[src/rtl/bda_pkg.sv]
`timescale 1ns / 1ps
// Package for the block-average downscaler with ASCII ramp.
// Holds shared widths, reset values, the register map, job and config types
// and the ramp table. No dependencies.
package bda_pkg;

  localparam int MAX_BLOCK_DIM = 64;
  localparam int MAX_SRC_DIM   = 4096;
  localparam int DEF_OUT_COLS  = 64;

  localparam int SRC_W   = 13;
  localparam int DIM_W   = 7;
  localparam int THR_W   = 8;
  localparam int PIX_W   = 8;
  localparam int CODE_W  = 7;
  localparam int CFG_W   = 13;
  localparam int IDX_W   = 3;

  // positions run from 0 to MAX_SRC_DIM-1
  localparam int POS_W   = $clog2(MAX_SRC_DIM);
  // offset inside a tile
  localparam int TOFF_W  = (MAX_BLOCK_DIM > 1) ? $clog2(MAX_BLOCK_DIM) : 1;
  // one bit of headroom over a full tile of white pixels
  localparam int SUM_W   = $clog2(MAX_BLOCK_DIM * MAX_BLOCK_DIM * 255 + 1) + 1;
  localparam int AREA_W  = $clog2(MAX_BLOCK_DIM * MAX_BLOCK_DIM + 1);

  localparam logic [SRC_W-1:0] RST_SRC_DIM  = SRC_W'(720);
  localparam logic [DIM_W-1:0] RST_BLOCK    = DIM_W'(15);
  localparam logic [DIM_W-1:0] RST_OUT_DIM  = DIM_W'(48);
  localparam logic [THR_W-1:0] RST_THR      = THR_W'(128);
  localparam logic [THR_W-1:0] PIX_MAX      = THR_W'(255);
  localparam logic [3:0]       RAMP_TOP     = 4'd10;

  typedef enum logic [IDX_W-1:0] {
    REG_SRC_WIDTH  = 3'd0,
    REG_SRC_HEIGHT = 3'd1,
    REG_BLOCK_W    = 3'd2,
    REG_BLOCK_H    = 3'd3,
    REG_OUT_COLS   = 3'd4,
    REG_OUT_ROWS   = 3'd5,
    REG_THRESHOLD  = 3'd6
  } reg_idx_t;

  typedef enum logic [1:0] {F_IDLE, F_RECALC, F_ACC} front_state_t;
  typedef enum logic [1:0] {B_IDLE, B_DIV1, B_DIV2, B_OUT} back_state_t;

  // clamped configuration
  typedef struct packed {
    logic [SRC_W-1:0] sw;
    logic [SRC_W-1:0] sh;
    logic [DIM_W-1:0] bw;
    logic [DIM_W-1:0] bh;
    logic [DIM_W-1:0] oc;
    logic [DIM_W-1:0] orows;
    logic [THR_W-1:0] thr;
  } cfg_t;

  // completed tile handed from front to back
  typedef struct packed {
    logic [SUM_W-1:0] sum;
    logic             row_end;
    logic             frame_end;
  } job_t;

  function automatic logic [CODE_W-1:0] ramp_code(input logic [3:0] idx);
    logic [CODE_W-1:0] c;
    case (idx)
      4'd0:    c = 7'd32;
      4'd1:    c = 7'd46;
      4'd2:    c = 7'd58;
      4'd3:    c = 7'd45;
      4'd4:    c = 7'd61;
      4'd5:    c = 7'd43;
      4'd6:    c = 7'd42;
      4'd7:    c = 7'd35;
      4'd8:    c = 7'd37;
      4'd9:    c = 7'd56;
      default: c = 7'd64;
    endcase
    return c;
  endfunction

endpackage

[src/rtl/bda_ram.sv]
`timescale 1ns / 1ps
// Generic single-port-write, single-port-read RAM with registered read.
// No dependencies.
module bda_ram #(
  parameter int WIDTH = 8,
  parameter int DEPTH = 64,
  parameter int AW    = (DEPTH > 1) ? $clog2(DEPTH) : 1
) (
  input  logic             clk,
  input  logic             we,
  input  logic [AW-1:0]    waddr,
  input  logic [WIDTH-1:0] wdata,
  input  logic             re,
  input  logic [AW-1:0]    raddr,
  output logic [WIDTH-1:0] rdata
);

  logic [WIDTH-1:0] mem [DEPTH];

  // write port
  always_ff @(posedge clk) begin
    if (we) begin
      mem[waddr] <= wdata;
    end
  end

  // registered read, held while idle
  always_ff @(posedge clk) begin
    if (re) begin
      rdata <= mem[raddr];
    end
  end

endmodule

[src/rtl/bda_fifo.sv]
`timescale 1ns / 1ps
// Two-entry queue of completed tiles between front and back.
// Depends on bda_pkg.
module bda_fifo
  import bda_pkg::*;
(
  input  logic clk,
  input  logic rst,
  input  logic wr,
  input  job_t wdata,
  output logic full,
  input  logic rd,
  output job_t rdata,
  output logic empty
);

  job_t       slots [2];
  logic       wptr;
  logic       rptr;
  logic [1:0] count;

  assign full  = (count == 2'd2);
  assign empty = (count == 2'd0);
  assign rdata = slots[rptr];

  // store on transfer in
  always_ff @(posedge clk) begin
    if (wr && !full) begin
      slots[wptr] <= wdata;
    end
  end

  // advance pointers and count
  always_ff @(posedge clk) begin
    if (rst) begin
      wptr  <= 1'b0;
      rptr  <= 1'b0;
      count <= 2'd0;
    end else begin
      if (wr && !full) wptr <= ~wptr;
      if (rd && !empty) rptr <= ~rptr;
      case ({wr && !full, rd && !empty})
        2'b10:   count <= count + 2'd1;
        2'b01:   count <= count - 2'd1;
        default: count <= count;
      endcase
    end
  end

endmodule

[src/rtl/bda_front.sv]
`timescale 1ns / 1ps
// Front part: tracks the raster position, accumulates pixels into per-column
// sums held in bda_ram and hands completed tiles on. Depends on bda_pkg, bda_ram.
module bda_front
  import bda_pkg::*;
#(
  parameter int MAX_OUT_COLS = DEF_OUT_COLS
) (
  input  logic             clk,
  input  logic             rst,
  input  cfg_t             cfg,
  input  logic             cfg_wr,
  input  logic             push,
  output logic             full,
  input  logic [PIX_W-1:0] pixel,
  input  logic             start_frame,
  output logic             job_wr,
  output job_t             job,
  input  logic             job_full
);

  localparam int AW  = (MAX_OUT_COLS > 1) ? $clog2(MAX_OUT_COLS) : 1;
  localparam int CNW = $clog2(POS_W + 1);

  front_state_t state;
  front_state_t state_next;

  logic [POS_W-1:0]  col_pos, row_pos, tc, tr;
  logic [TOFF_W-1:0] tx, ty;
  logic [MAX_OUT_COLS-1:0] valid;
  logic              dirty;

  // latched item
  logic [PIX_W-1:0]  pix;
  logic [AW-1:0]     addr;
  logic              tile_end, rend, fend, wrap;

  // position recompute
  logic [POS_W-1:0]  cnum, rnum;
  logic [DIM_W:0]    crem, rrem;
  logic [CNW-1:0]    rcnt;
  logic [DIM_W:0]    crem_sh, rrem_sh;
  logic              cge, rge;

  // effective position of the accepted pixel
  logic [POS_W-1:0]  c_e, r_e, tc_e, tr_e;
  logic [TOFF_W-1:0] tx_e, ty_e;
  logic              accept, in_tile;
  logic              col_wrap, row_wrap, tx_last, ty_last;

  logic [SUM_W-1:0]  rdata, sum;

  assign accept = push && !full;
  assign full   = (state != F_IDLE) || dirty;

  assign c_e  = start_frame ? '0 : col_pos;
  assign r_e  = start_frame ? '0 : row_pos;
  assign tc_e = start_frame ? '0 : tc;
  assign tr_e = start_frame ? '0 : tr;
  assign tx_e = start_frame ? '0 : tx;
  assign ty_e = start_frame ? '0 : ty;

  assign in_tile  = (tc_e < POS_W'(cfg.oc)) && (tr_e < POS_W'(cfg.orows));
  assign tx_last  = ({1'b0, tx_e} == (TOFF_W + 1)'(cfg.bw - DIM_W'(1)));
  assign ty_last  = ({1'b0, ty_e} == (TOFF_W + 1)'(cfg.bh - DIM_W'(1)));
  assign col_wrap = ({1'b0, c_e} + SRC_W'(1)) >= cfg.sw;
  assign row_wrap = ({1'b0, r_e} + SRC_W'(1)) >= cfg.sh;

  // one restoring step for column and row
  assign crem_sh = {crem[DIM_W-1:0], cnum[POS_W-1]};
  assign rrem_sh = {rrem[DIM_W-1:0], rnum[POS_W-1]};
  assign cge     = crem_sh >= {1'b0, cfg.bw};
  assign rge     = rrem_sh >= {1'b0, cfg.bh};

  bda_ram #(.WIDTH(SUM_W), .DEPTH(MAX_OUT_COLS), .AW(AW)) u_sums (
    .clk   (clk),
    .we    ((state == F_ACC) && !tile_end),
    .waddr (addr),
    .wdata (sum),
    .re    (accept && in_tile),
    .raddr (tc_e[AW-1:0]),
    .rdata (rdata)
  );

  assign sum    = (valid[addr] ? rdata : '0) + SUM_W'(pix);
  assign job_wr = (state == F_ACC) && tile_end && !job_full;
  assign job    = '{sum: sum, row_end: rend, frame_end: fend};

  // next state
  always_comb begin
    state_next = state;
    case (state)
      F_IDLE: begin
        if (dirty) state_next = F_RECALC;
        else if (accept && in_tile) state_next = F_ACC;
      end
      F_RECALC: begin
        if (rcnt == CNW'(POS_W - 1)) state_next = F_IDLE;
      end
      F_ACC: begin
        if (!tile_end || !job_full) state_next = F_IDLE;
      end
      default: state_next = F_IDLE;
    endcase
  end

  always_ff @(posedge clk) begin
    if (rst) state <= F_IDLE;
    else     state <= state_next;
  end

  // positions, valid bits and recompute control
  always_ff @(posedge clk) begin
    if (rst) begin
      col_pos <= '0;
      row_pos <= '0;
      tc      <= '0;
      tr      <= '0;
      tx      <= '0;
      ty      <= '0;
      valid   <= '0;
      dirty   <= 1'b0;
      rcnt    <= '0;
    end else begin
      if (cfg_wr) dirty <= 1'b1;
      case (state)
        F_IDLE: begin
          if (dirty) begin
            if (!cfg_wr) dirty <= 1'b0;
            rcnt <= '0;
          end else if (accept) begin
            // advance the position
            if (col_wrap) begin
              col_pos <= '0;
              tx      <= '0;
              tc      <= '0;
              if (row_wrap) begin
                row_pos <= '0;
                ty      <= '0;
                tr      <= '0;
              end else begin
                row_pos <= r_e + POS_W'(1);
                if (ty_last) begin
                  ty <= '0;
                  tr <= tr_e + POS_W'(1);
                end else begin
                  ty <= ty_e + TOFF_W'(1);
                  tr <= tr_e;
                end
              end
            end else begin
              col_pos <= c_e + POS_W'(1);
              row_pos <= r_e;
              ty      <= ty_e;
              tr      <= tr_e;
              if (tx_last) begin
                tx <= '0;
                tc <= tc_e + POS_W'(1);
              end else begin
                tx <= tx_e + TOFF_W'(1);
                tc <= tc_e;
              end
            end
            if (start_frame || (col_wrap && row_wrap && !in_tile)) valid <= '0;
          end
        end
        F_RECALC: begin
          rcnt <= rcnt + CNW'(1);
          if (rcnt == CNW'(POS_W - 1)) begin
            tc <= {cnum[POS_W-2:0], cge};
            tr <= {rnum[POS_W-2:0], rge};
            tx <= TOFF_W'(cge ? crem_sh - {1'b0, cfg.bw} : crem_sh);
            ty <= TOFF_W'(rge ? rrem_sh - {1'b0, cfg.bh} : rrem_sh);
          end
        end
        F_ACC: begin
          if (!tile_end || !job_full) begin
            if (wrap) valid <= '0;
            else      valid[addr] <= !tile_end;
          end
        end
        default: ;
      endcase
    end
  end

  // divider datapath for the recompute
  always_ff @(posedge clk) begin
    if (state == F_IDLE) begin
      cnum <= col_pos;
      rnum <= row_pos;
      crem <= '0;
      rrem <= '0;
    end else if (state == F_RECALC) begin
      cnum <= {cnum[POS_W-2:0], cge};
      rnum <= {rnum[POS_W-2:0], rge};
      crem <= cge ? crem_sh - {1'b0, cfg.bw} : crem_sh;
      rrem <= rge ? rrem_sh - {1'b0, cfg.bh} : rrem_sh;
    end
  end

  // latch the accepted pixel
  always_ff @(posedge clk) begin
    if (state == F_IDLE && accept) begin
      pix      <= pixel;
      addr     <= tc_e[AW-1:0];
      tile_end <= tx_last && ty_last;
      rend     <= (tc_e == POS_W'(cfg.oc - DIM_W'(1)));
      fend     <= (tc_e == POS_W'(cfg.oc - DIM_W'(1)))
                  && (tr_e == POS_W'(cfg.orows - DIM_W'(1)));
      wrap     <= col_wrap && row_wrap;
    end
  end

endmodule

[src/rtl/bda_back.sv]
`timescale 1ns / 1ps
// Back part: divides a tile sum by the tile area, maps the average onto the
// ramp and holds the result for the receiver. Depends on bda_pkg.
module bda_back
  import bda_pkg::*;
(
  input  logic              clk,
  input  logic              rst,
  input  cfg_t              cfg,
  input  logic              job_empty,
  input  job_t              job,
  output logic              job_rd,
  output logic              empty,
  input  logic              pop,
  output logic [PIX_W-1:0]  average,
  output logic [CODE_W-1:0] char_code,
  output logic              row_end,
  output logic              frame_end
);

  localparam int CW = $clog2(SUM_W + 1);

  back_state_t state;
  back_state_t state_next;

  logic [SUM_W-1:0]  num;
  logic [AREA_W-1:0] dvsr;
  logic [AREA_W:0]   rem, rem_sh;
  logic              ge;
  logic [CW-1:0]     cnt;
  logic              last;
  logic              rend, fend, out_valid;
  logic [PIX_W-1:0]  avg, avg_q;
  logic [CODE_W-1:0] code;
  logic [15:0]       span_mul;
  logic [4:0]        step;
  logic [3:0]        idx_q;

  assign rem_sh = {rem[AREA_W-1:0], num[SUM_W-1]};
  assign ge     = rem_sh >= {1'b0, dvsr};
  assign last   = (cnt == CW'(SUM_W - 1));
  assign job_rd = (state == B_IDLE) && !job_empty;
  assign empty  = !out_valid;

  // quotient of the finished step, saturated
  assign avg_q = (|{num[SUM_W-2:PIX_W-1]}) ? PIX_MAX : {num[PIX_W-2:0], ge};
  assign idx_q = (|{num[SUM_W-2:3]} || ({num[2:0], ge} > RAMP_TOP))
                 ? RAMP_TOP : {num[2:0], ge};

  // ramp step width: (255 - thr) / 10, at least 1
  assign span_mul = 16'(PIX_MAX - cfg.thr) * 16'd205;
  assign step     = (span_mul[15:11] == 5'd0) ? 5'd1 : span_mul[15:11];

  always_comb begin
    state_next = state;
    case (state)
      B_IDLE: if (!job_empty) state_next = B_DIV1;
      B_DIV1: begin
        if (last) state_next = (avg_q > cfg.thr) ? B_DIV2 : B_OUT;
      end
      B_DIV2: if (last) state_next = B_OUT;
      B_OUT:  if (!out_valid || pop) state_next = B_IDLE;
      default: state_next = B_IDLE;
    endcase
  end

  always_ff @(posedge clk) begin
    if (rst) state <= B_IDLE;
    else     state <= state_next;
  end

  // shared restoring divider
  always_ff @(posedge clk) begin
    case (state)
      B_IDLE: begin
        num  <= job.sum;
        dvsr <= AREA_W'(cfg.bw) * AREA_W'(cfg.bh);
        rem  <= '0;
        cnt  <= '0;
        rend <= job.row_end;
        fend <= job.frame_end;
      end
      B_DIV1: begin
        if (last) begin
          avg  <= avg_q;
          code <= ramp_code(4'd0);
          num  <= SUM_W'(avg_q - cfg.thr);
          dvsr <= AREA_W'(step);
          rem  <= '0;
          cnt  <= '0;
        end else begin
          num <= {num[SUM_W-2:0], ge};
          rem <= ge ? rem_sh - {1'b0, dvsr} : rem_sh;
          cnt <= cnt + CW'(1);
        end
      end
      B_DIV2: begin
        if (last) begin
          code <= ramp_code(idx_q);
        end else begin
          num <= {num[SUM_W-2:0], ge};
          rem <= ge ? rem_sh - {1'b0, dvsr} : rem_sh;
          cnt <= cnt + CW'(1);
        end
      end
      default: ;
    endcase
  end

  // output register
  always_ff @(posedge clk) begin
    if (rst) begin
      out_valid <= 1'b0;
    end else if (state == B_OUT && (!out_valid || pop)) begin
      out_valid <= 1'b1;
    end else if (pop) begin
      out_valid <= 1'b0;
    end
  end

  always_ff @(posedge clk) begin
    if (state == B_OUT && (!out_valid || pop)) begin
      average   <= avg;
      char_code <= code;
      row_end   <= rend;
      frame_end <= fend;
    end
  end

endmodule

[src/rtl/box_downscale_ascii_map.sv]
`timescale 1ns / 1ps
// Block-average downscaler with ASCII ramp: top level with the register file.
// Depends on bda_pkg, bda_front, bda_fifo, bda_back.
//
// Pixels enter in raster order on push/full (transfer when push is high and
// full is low); start_frame clears positions and sums before its pixel.
// Tile results leave on empty/pop (transfer when pop is high and empty is
// low); the oldest result sits on average, char_code, row_end, frame_end.
// Configuration: cfg_we, cfg_index, cfg_data write one register per cycle;
// the user must write only while the block is idle; the block does not enforce it.
// Flow: a pixel outside the tiled area is not summed, while one inside is
// read and then its column sum in RAM is updated, with full high until the
// update is done. The back divider is shared by the area division and the
// ramp division, and the ramp division is skipped when the average is at or
// below the threshold; a two-entry queue lets the front go on meanwhile.
// A result passes from the queue through the area division, the ramp
// division (above the threshold only) and the output register. After a
// register write the front recomputes the tile position before it takes pixels.
// Reset restores default registers, clears positions and valid bits of the
// sums at once (no clearing pass). When the receiver stalls, results back up
// through the output register and queue, then full rises.
module box_downscale_ascii_map
  import bda_pkg::*;
#(
  parameter int MAX_OUT_COLS = DEF_OUT_COLS
) (
  input  logic              clk,
  input  logic              rst,
  input  logic              cfg_we,
  input  logic [IDX_W-1:0]  cfg_index,
  input  logic [CFG_W-1:0]  cfg_data,
  input  logic              push,
  output logic              full,
  input  logic [PIX_W-1:0]  pixel,
  input  logic              start_frame,
  output logic              empty,
  input  logic              pop,
  output logic [PIX_W-1:0]  average,
  output logic [CODE_W-1:0] char_code,
  output logic              row_end,
  output logic              frame_end
);

  logic [SRC_W-1:0] src_width, src_height;
  logic [DIM_W-1:0] block_w, block_h, out_cols, out_rows;
  logic [THR_W-1:0] threshold;
  cfg_t             cfg;
  logic             job_wr, job_full, job_rd, job_empty;
  job_t             job_in, job_out;

  // register writes
  always_ff @(posedge clk) begin
    if (rst) begin
      src_width  <= RST_SRC_DIM;
      src_height <= RST_SRC_DIM;
      block_w    <= RST_BLOCK;
      block_h    <= RST_BLOCK;
      out_cols   <= RST_OUT_DIM;
      out_rows   <= RST_OUT_DIM;
      threshold  <= RST_THR;
    end else if (cfg_we) begin
      case (cfg_index)
        REG_SRC_WIDTH:  src_width  <= cfg_data;
        REG_SRC_HEIGHT: src_height <= cfg_data;
        REG_BLOCK_W:    block_w    <= cfg_data[DIM_W-1:0];
        REG_BLOCK_H:    block_h    <= cfg_data[DIM_W-1:0];
        REG_OUT_COLS:   out_cols   <= cfg_data[DIM_W-1:0];
        REG_OUT_ROWS:   out_rows   <= cfg_data[DIM_W-1:0];
        REG_THRESHOLD:  threshold  <= cfg_data[THR_W-1:0];
        default: ;
      endcase
    end
  end

  // clamp to legal ranges
  always_comb begin
    cfg.sw    = (src_width == '0) ? SRC_W'(1)
              : (src_width > SRC_W'(MAX_SRC_DIM)) ? SRC_W'(MAX_SRC_DIM) : src_width;
    cfg.sh    = (src_height == '0) ? SRC_W'(1)
              : (src_height > SRC_W'(MAX_SRC_DIM)) ? SRC_W'(MAX_SRC_DIM) : src_height;
    cfg.bw    = (block_w == '0) ? DIM_W'(1)
              : (block_w > DIM_W'(MAX_BLOCK_DIM)) ? DIM_W'(MAX_BLOCK_DIM) : block_w;
    cfg.bh    = (block_h == '0) ? DIM_W'(1)
              : (block_h > DIM_W'(MAX_BLOCK_DIM)) ? DIM_W'(MAX_BLOCK_DIM) : block_h;
    cfg.oc    = (out_cols == '0) ? DIM_W'(1)
              : (32'(out_cols) > MAX_OUT_COLS) ? DIM_W'(MAX_OUT_COLS) : out_cols;
    cfg.orows = (out_rows == '0) ? DIM_W'(1)
              : (32'(out_rows) > MAX_OUT_COLS) ? DIM_W'(MAX_OUT_COLS) : out_rows;
    cfg.thr   = threshold;
  end

  bda_front #(.MAX_OUT_COLS(MAX_OUT_COLS)) u_front (
    .clk         (clk),
    .rst         (rst),
    .cfg         (cfg),
    .cfg_wr      (cfg_we),
    .push        (push),
    .full        (full),
    .pixel       (pixel),
    .start_frame (start_frame),
    .job_wr      (job_wr),
    .job         (job_in),
    .job_full    (job_full)
  );

  bda_fifo u_fifo (
    .clk   (clk),
    .rst   (rst),
    .wr    (job_wr),
    .wdata (job_in),
    .full  (job_full),
    .rd    (job_rd),
    .rdata (job_out),
    .empty (job_empty)
  );

  bda_back u_back (
    .clk       (clk),
    .rst       (rst),
    .cfg       (cfg),
    .job_empty (job_empty),
    .job       (job_out),
    .job_rd    (job_rd),
    .empty     (empty),
    .pop       (pop),
    .average   (average),
    .char_code (char_code),
    .row_end   (row_end),
    .frame_end (frame_end)
  );

endmodule
[config.mk]
export PLATFORM = sky130hd
export DESIGN_NAME = box_downscale_ascii_map
export DESIGN_NICKNAME = d
export VERILOG_FILES = /design/src/rtl/bda_pkg.sv /design/src/rtl/bda_ram.sv /design/src/rtl/bda_fifo.sv /design/src/rtl/bda_front.sv /design/src/rtl/bda_back.sv /design/src/rtl/box_downscale_ascii_map.sv
export SDC_FILE = /design/constraint.sdc
export NUM_CORES = 2
export LEC_CHECK = 0
export BUFFER_PORTS_ARGS = -buffer_cell sky130_fd_sc_hd__buf_2
export CAP_MARGIN = 20
export CORE_MARGIN = 4
export CORE_UTILIZATION = 35
export DETAILED_ROUTE_END_ITERATION = 8
export GPL_ROUTABILITY_DRIVEN = 0
export PLACE_DENSITY = 0.6
export SYNTH_ARGS = -nofsm -noshare
export SYNTH_HDL_FRONTEND = slang
export SYNTH_SLANG_ARGS = --single-unit
[constraint.sdc]
create_clock -name clk -period 9.3 [get_ports clk]
set_input_delay 0 -clock clk [delete_from_list [all_inputs] [get_ports clk]]
set_output_delay 0 -clock clk [all_outputs]
set_load 0.02 [all_outputs]
Word-level counts from Yosys, hierarchy flattened:

Memory sizes are Yosys's and may differ from the RTL's. A register that Yosys moved wholly into a read port is not among the register bits.
Cells that the tools add are included.

* word-level logic and storage cells: 297
* ROM bits: 112
* output and inout bits: 19
* memory bits (writable): 1390
* memories kept: 3
* bits of input ports: 30
* flip-flop bits (word level): 342

Memory list
* u_front.u_sums.mem: words 64, bits a word 21, read ports 1, clocked after memory_dff 1, write ports 1, RTL line bda_ram.sv:18 `logic [WIDTH-1:0] mem [DEPTH];`
* (no name shown): words 16, bits a word 7, read ports 1, clocked after memory_dff 0, write ports 0, RTL line bda_pkg.sv:67 `case (idx)`
* u_fifo.slots: words 2, bits a word 23, read ports 1, clocked after memory_dff 1, write ports 1, RTL line bda_fifo.sv:17 `job_t slots [2];`

* bitwise logic cells: 3
* add/subtract/negate cells: 22
* multiply operators: 2
* $lt $le $gt $ge: 17
* reductions and logical operators: 65
* mux-type cells: 109
* eq/ne operators: 32

Operators by type and width (number)
* 64-bit 2-to-1 mux: 5
* 12-bit 2-to-1 mux: 22
* 64-bit one-hot mux with 2 select lines: 1
* 13-bit 2-to-1 mux: 8
* 7-bit 2-to-1 mux: 12
* 6-bit 2-to-1 mux: 13
* 64-bit bitwise mux: 1
* 21-bit 2-to-1 mux: 3
* 21-bit one-hot mux with 3 select lines: 1
* 12-bit by 1-bit adder with 12-bit output, second input constant: 4
* 12-bit one-hot mux with 2 select lines: 2
* 13-bit one-hot mux with 3 select lines: 1
* 7-bit > comparator, second input constant: 4
* 7-bit zero test: 4
* 12-bit by 1-bit adder with 13-bit output, second input constant: 2
* 13-bit greater-or-equal comparator: 2
* 13-bit > comparator, second input constant: 2
* 13-bit zero test: 2
* 13-bit one-hot mux with 2 select lines: 1
* 12-bit == test: 2
* 12-bit by 7-bit < comparator with 1-bit output: 2
* 6-bit one-hot mux with 2 select lines: 2
* 2-bit AND reduction: 11
* 21-bit by 8-bit adder with 21-bit output: 1
* 57 further kinds: 142

Logic depth before layout (Yosys ltp):

* depth after elaboration: 12
* mapped depth: 25

Modules after synthesis:

A second synthesis with hierarchy kept.

* cell total of the unflattened synthesis: 5131
* area total of the unflattened synthesis: 77481.8 um^2

Modules (own cells, without submodules)
* bda_ram: area an instance 52246.4 um^2, seq. area each 40989.3 um^2, cells each 2331, times used 1
* bda_front: area an instance 12926.1 um^2, seq. area each 4164.0 um^2, cells each 1624, times used 1
* bda_back: area an instance 7689.9 um^2, seq. area each 2642.5 um^2, cells each 748, times used 1
* box_downscale_ascii_map: area an instance 2745.1 um^2, seq. area each 1241.2 um^2, cells each 331, times used 1
* bda_fifo: area an instance 1874.3 um^2, seq. area each 1481.4 um^2, cells each 97, times used 1

Least setup slack after synthesis:

No wires, ideal clock.

* path type: reg2reg
* start point: register u_front.addr[0]
* end point: memory u_fifo.slots[0][14] (netlist bit), data pin
* arrival: 6.023 ns
* cell stages (with the launch flop): 22
* period minus slack after synthesis: 6.583 ns
* slack: 2.717 ns
* setup time: 0.559 ns
* buffers on the path: 4
* path through: edfxtp_1 buf_2 buf_2 nor3b_1 a22oi_1 a41o_1 o21ai_0 or4_1 nor4_1 clkbuf_1 nor2b_1 ha_1 inv_1 fa_1 nor2b_1 o21ai_0 a21oi_1 o21ai_0 a2111o_1 clkbuf_1 or3_1 a21oi_1

RTL lines
* start, declared: RTL line bda_front.sv:35 `logic [AW-1:0] addr;`
* start signal, assigned: RTL line bda_front.sv:206 `addr <= tc_e[AW-1:0];`
* end, declared: RTL line bda_fifo.sv:17

==> results by group <==
Timing
  • Min cycle time layout: 7.53 ns
  • Fin. Hold Viols: 0
  • Final setup fails: 0
  • TNS Setup: 0 ns
  • RSZ-0062 raised after global routing: no
  • Worst slew pin tran: 1.15 ns
  • Final worst-path cycle share: 80.9%
  • Worst Skew: 0.0515 ns
  • Worst rel slew slack: 23.0%
  • Max Slew Vio Count: 0
  • Fmax: 133 MHz

Pwr
  • P_sw: approximately 4.7 mW
  • Logic pwr share: 12.9%
  • Share of power burned in registers: between 40% and 50%
  • Sw Ratio: 26.1%
  • Leakage: 29.0 nW
  • Proportion of power drawn by the clock network: 37.5%
  • Maximum VDD drop: 0.000145 V
  • Internal power: 13.5 mW
  • Pwr Density: 205 nW/um^2

Worst setup path
  • CP startpoint kind: flop
  • Required time worst endpoint: ~10 ns
  • Crit-path max FO: 35
  • WP data arrival: around 8.1 ns
  • Crit path capture type: flop
  • Setup Crit Path Kind: reg2reg

Die
  • Die area: 231,000 um^2
  • Initial Util: between 30% and 40%
  • Total core area: 222,000 um^2
  • Die X-Extent: 481 um
  • Die height: 481 um
  • Num ports: 49
  • Cell row count: 173

Clock network
  • Clk buf depth: 3
  • Clock insertion delay at the later pin of the skew report: about 0.84 ns
  • CTS clk-pin slew, worst paths: 0.06 ns
  • Hold_buf cts: 52
  • TritonCTS Buffers: 178
  • Clock sinks: 1,754
  • PostCTS Resize Cnt: 0
  • Number of H-tree levels: 4
  • Post-CTS Setup Inserts: 0
  • CTS tree: yes
  • Root Buffer: clkbuf_16

Global route
  • Antenna violations before repair: 5
  • Largest net degree at the start of global routing: 128
  • GRT Util Overall: 19.0%
  • Global-route wire length before repair: 329,000 um
  • Vias in the first global route: 48,800
  • GRT overflow: 0

Placed design
  • Port Buf Inserts: 48
  • DPL Wire Length: 128,000 um
  • Placed Cells incl. Taps: approximately 8,500
  • Placed cell areas: 82,600 um^2

Synth
  • Yosys Warn Count: 0
  • Mapped cell area: 78,100 um^2
  • Synth cell types: 93
  • Seq/Total Area, Yosys: 64.7%
  • Syn_area_per_cell: 13.7 um^2
  • Synthesized flop and latch total: 1,754
  • Post-Syn Nets: 5,930
  • Synth Instances: approximately 5,700
  • Post-synth EDFFs: 1,539
  • Fraction of registers with async set/reset: 0%
  • Ys flop type: edfxtp_1

Route
  • DRT antenna net count: 0
  • 1st-iter DRT viols: 5,763
  • Via count: 50,300
  • WL/cell: 25.4 um
  • Post-route DRC: 0
  • Total routed wirelength: between 200,000 and 250,000 um
  • Router iterations before antenna repair: 6
  • Vias per cell: approximately 5.7

Run
  • Max_cap viols: 0

Final layout
  • Most frequent cells in the layout: edfxtp_1, a21oi_1, o21ai_0
  • Share of cells above drive strength 1: between 10% and 20%
  • Area grow syn2layout: 13.7%
  • Fillers: 20,500
  • Most common cell after layout, fill and taps aside: edfxtp_1
  • Design area: 88,900 um^2
  • Final net count: 6,005
  • Final std cells w/o fill: 8,882

Run status
  • Status: completed

Worst hold path
  • Worst Hold Class: in2reg
-- power by group through the flow --
stage	sequential, mW	combinational (mW)	clock, mW
2_1_floorplan	9.10	1.64	0
3_3_place_gp	9.20	2.28	0
3_5_place_dp	9.20	2.32	0
4_1_cts	9.04	2.35	6.94
5_1_grt	9.05	2.57	7.28
6_report	9.04	2.35	6.83
-- final cells by class --
class                   count  area, um^2  area share, %
diodes                      3        7.51        0.00845
clock buffers             239        4790           5.39
clock inverters            87         699          0.787
inverters                 161         621          0.698
multi-input cells        3402       26300           29.5
flip-flops and latches   1754       50500           56.9
well taps                2975        3720           4.19
repair buffers            261        2250           2.53
-- critical path: stages (launching register included) --
cell,delay [ns]
edfxtp_1,1.02
and3b_1,0.51
a22o_1,0.28
a221oi_1,0.24
a31oi_1,0.13
or4_1,0.58
nor4_2,0.65
buf_4,0.36
nor2b_1,0.09
ha_1,0.36
nor2b_1,0.15
o21ai_0,0.10
a21oi_1,0.30
o21ai_0,0.19
a2111o_1,0.54
or3_1,0.44
a21oi_4,0.77
buf_4,0.47
-- through the flow --
stage | utilization [%] | hold slack (ns) | total power [mW] | setup WS (ns)
after floorplan | - | 0.0989 | 10.7 | 2.72
after global placement | 37.2 | 0.177 | 11.5 | 1.98
after detailed placement | 37.2 | 0.179 | 11.5 | 1.94
after CTS | 39.9 | 0.0673 | 18.3 | 1.84
after global routing | 40.0 | 0.115 | 18.9 | 1.47
final | 40.0 | 0.131 | 18.2 | 1.77
-- path summary, 6_finish.rpt --
| kind | cells past startpoint | startpoint | slack [ns] | end |
|---|---|---|---|---|
| worst min register to register | 0 | u_back.code[1] | 0.41 | u_back.char_code[1] |
| worst max-delay path | 17 | u_front.addr[0] | 1.77 | u_front.u_sums.mem[13][14] |
| worst min-delay path | 4 | cfg_data[7] | 0.13 | src_height[7] |
| worst max register to register | 17 | u_front.addr[0] | 1.77 | u_front.u_sums.mem[13][14] |
-- cell families after synthesis --
logic type	count (synthesis)	synth area share, %
AO/OA/AOI/OAI	1370	11.0
XOR/XNOR	92	1.05
adder cells (fa/ha/maj)	217	3.85
buffers and inverters	527	2.61
flip-flops	1754	64.7
multiplexers	602	10.2
AND/OR/NAND/NOR	1121	6.69
-- cells in the mapped netlist, types with 68 or more instances --
library cell	n	share of area, %
a221oi_1	91	1.0
o21ai_0	353	2.3
a21oi_1	478	3.1
a311oi_1	69	0.77
clkbuf_1	288	1.4
edfxtp_1	1539	59
mux4_2	140	4.0
nand3_1	96	0.61
nor2b_1	68	0.54
nand2_1	353	1.7
mux2i_1	325	4.2
ha_1	178	2.9
dfxtp_1	215	5.5
inv_1	155	0.74
mux2_2	137	2.0
nor2_1	333	1.6
-- metal layers --
| metal | global-route usage [%] | part of all wire, % | up-vias |
|---|---|---|---|
| li1 | - | - | 22100 |
| met1 | 26.3 | 42 | 25700 |
| met2 | 31.0 | 47 | 2135 |
| met3 | 2.81 | 7.3 | 366 |
| met4 | 6.01 | 3.0 | 2 |
| met5 | 0 | 0.0053 | - |
-- registers in the layout, indices dropped and copies added (netlist names), 12 cells and up, named ones only --
name,flops
src_height,13
u_front.cnum,12
u_front.row_pos,12
u_front.rnum,12
u_front.tc,12
u_back.dvsr,13
u_front.col_pos,12
u_front.u_sums.mem,1344
u_back.num,21
src_width,13
u_fifo.slots,46
u_front.u_sums.rdata,21
u_front.tr,12
u_back.rem,13
u_front.valid,64
No activity file was read; power rests on OpenSTA's default activity.
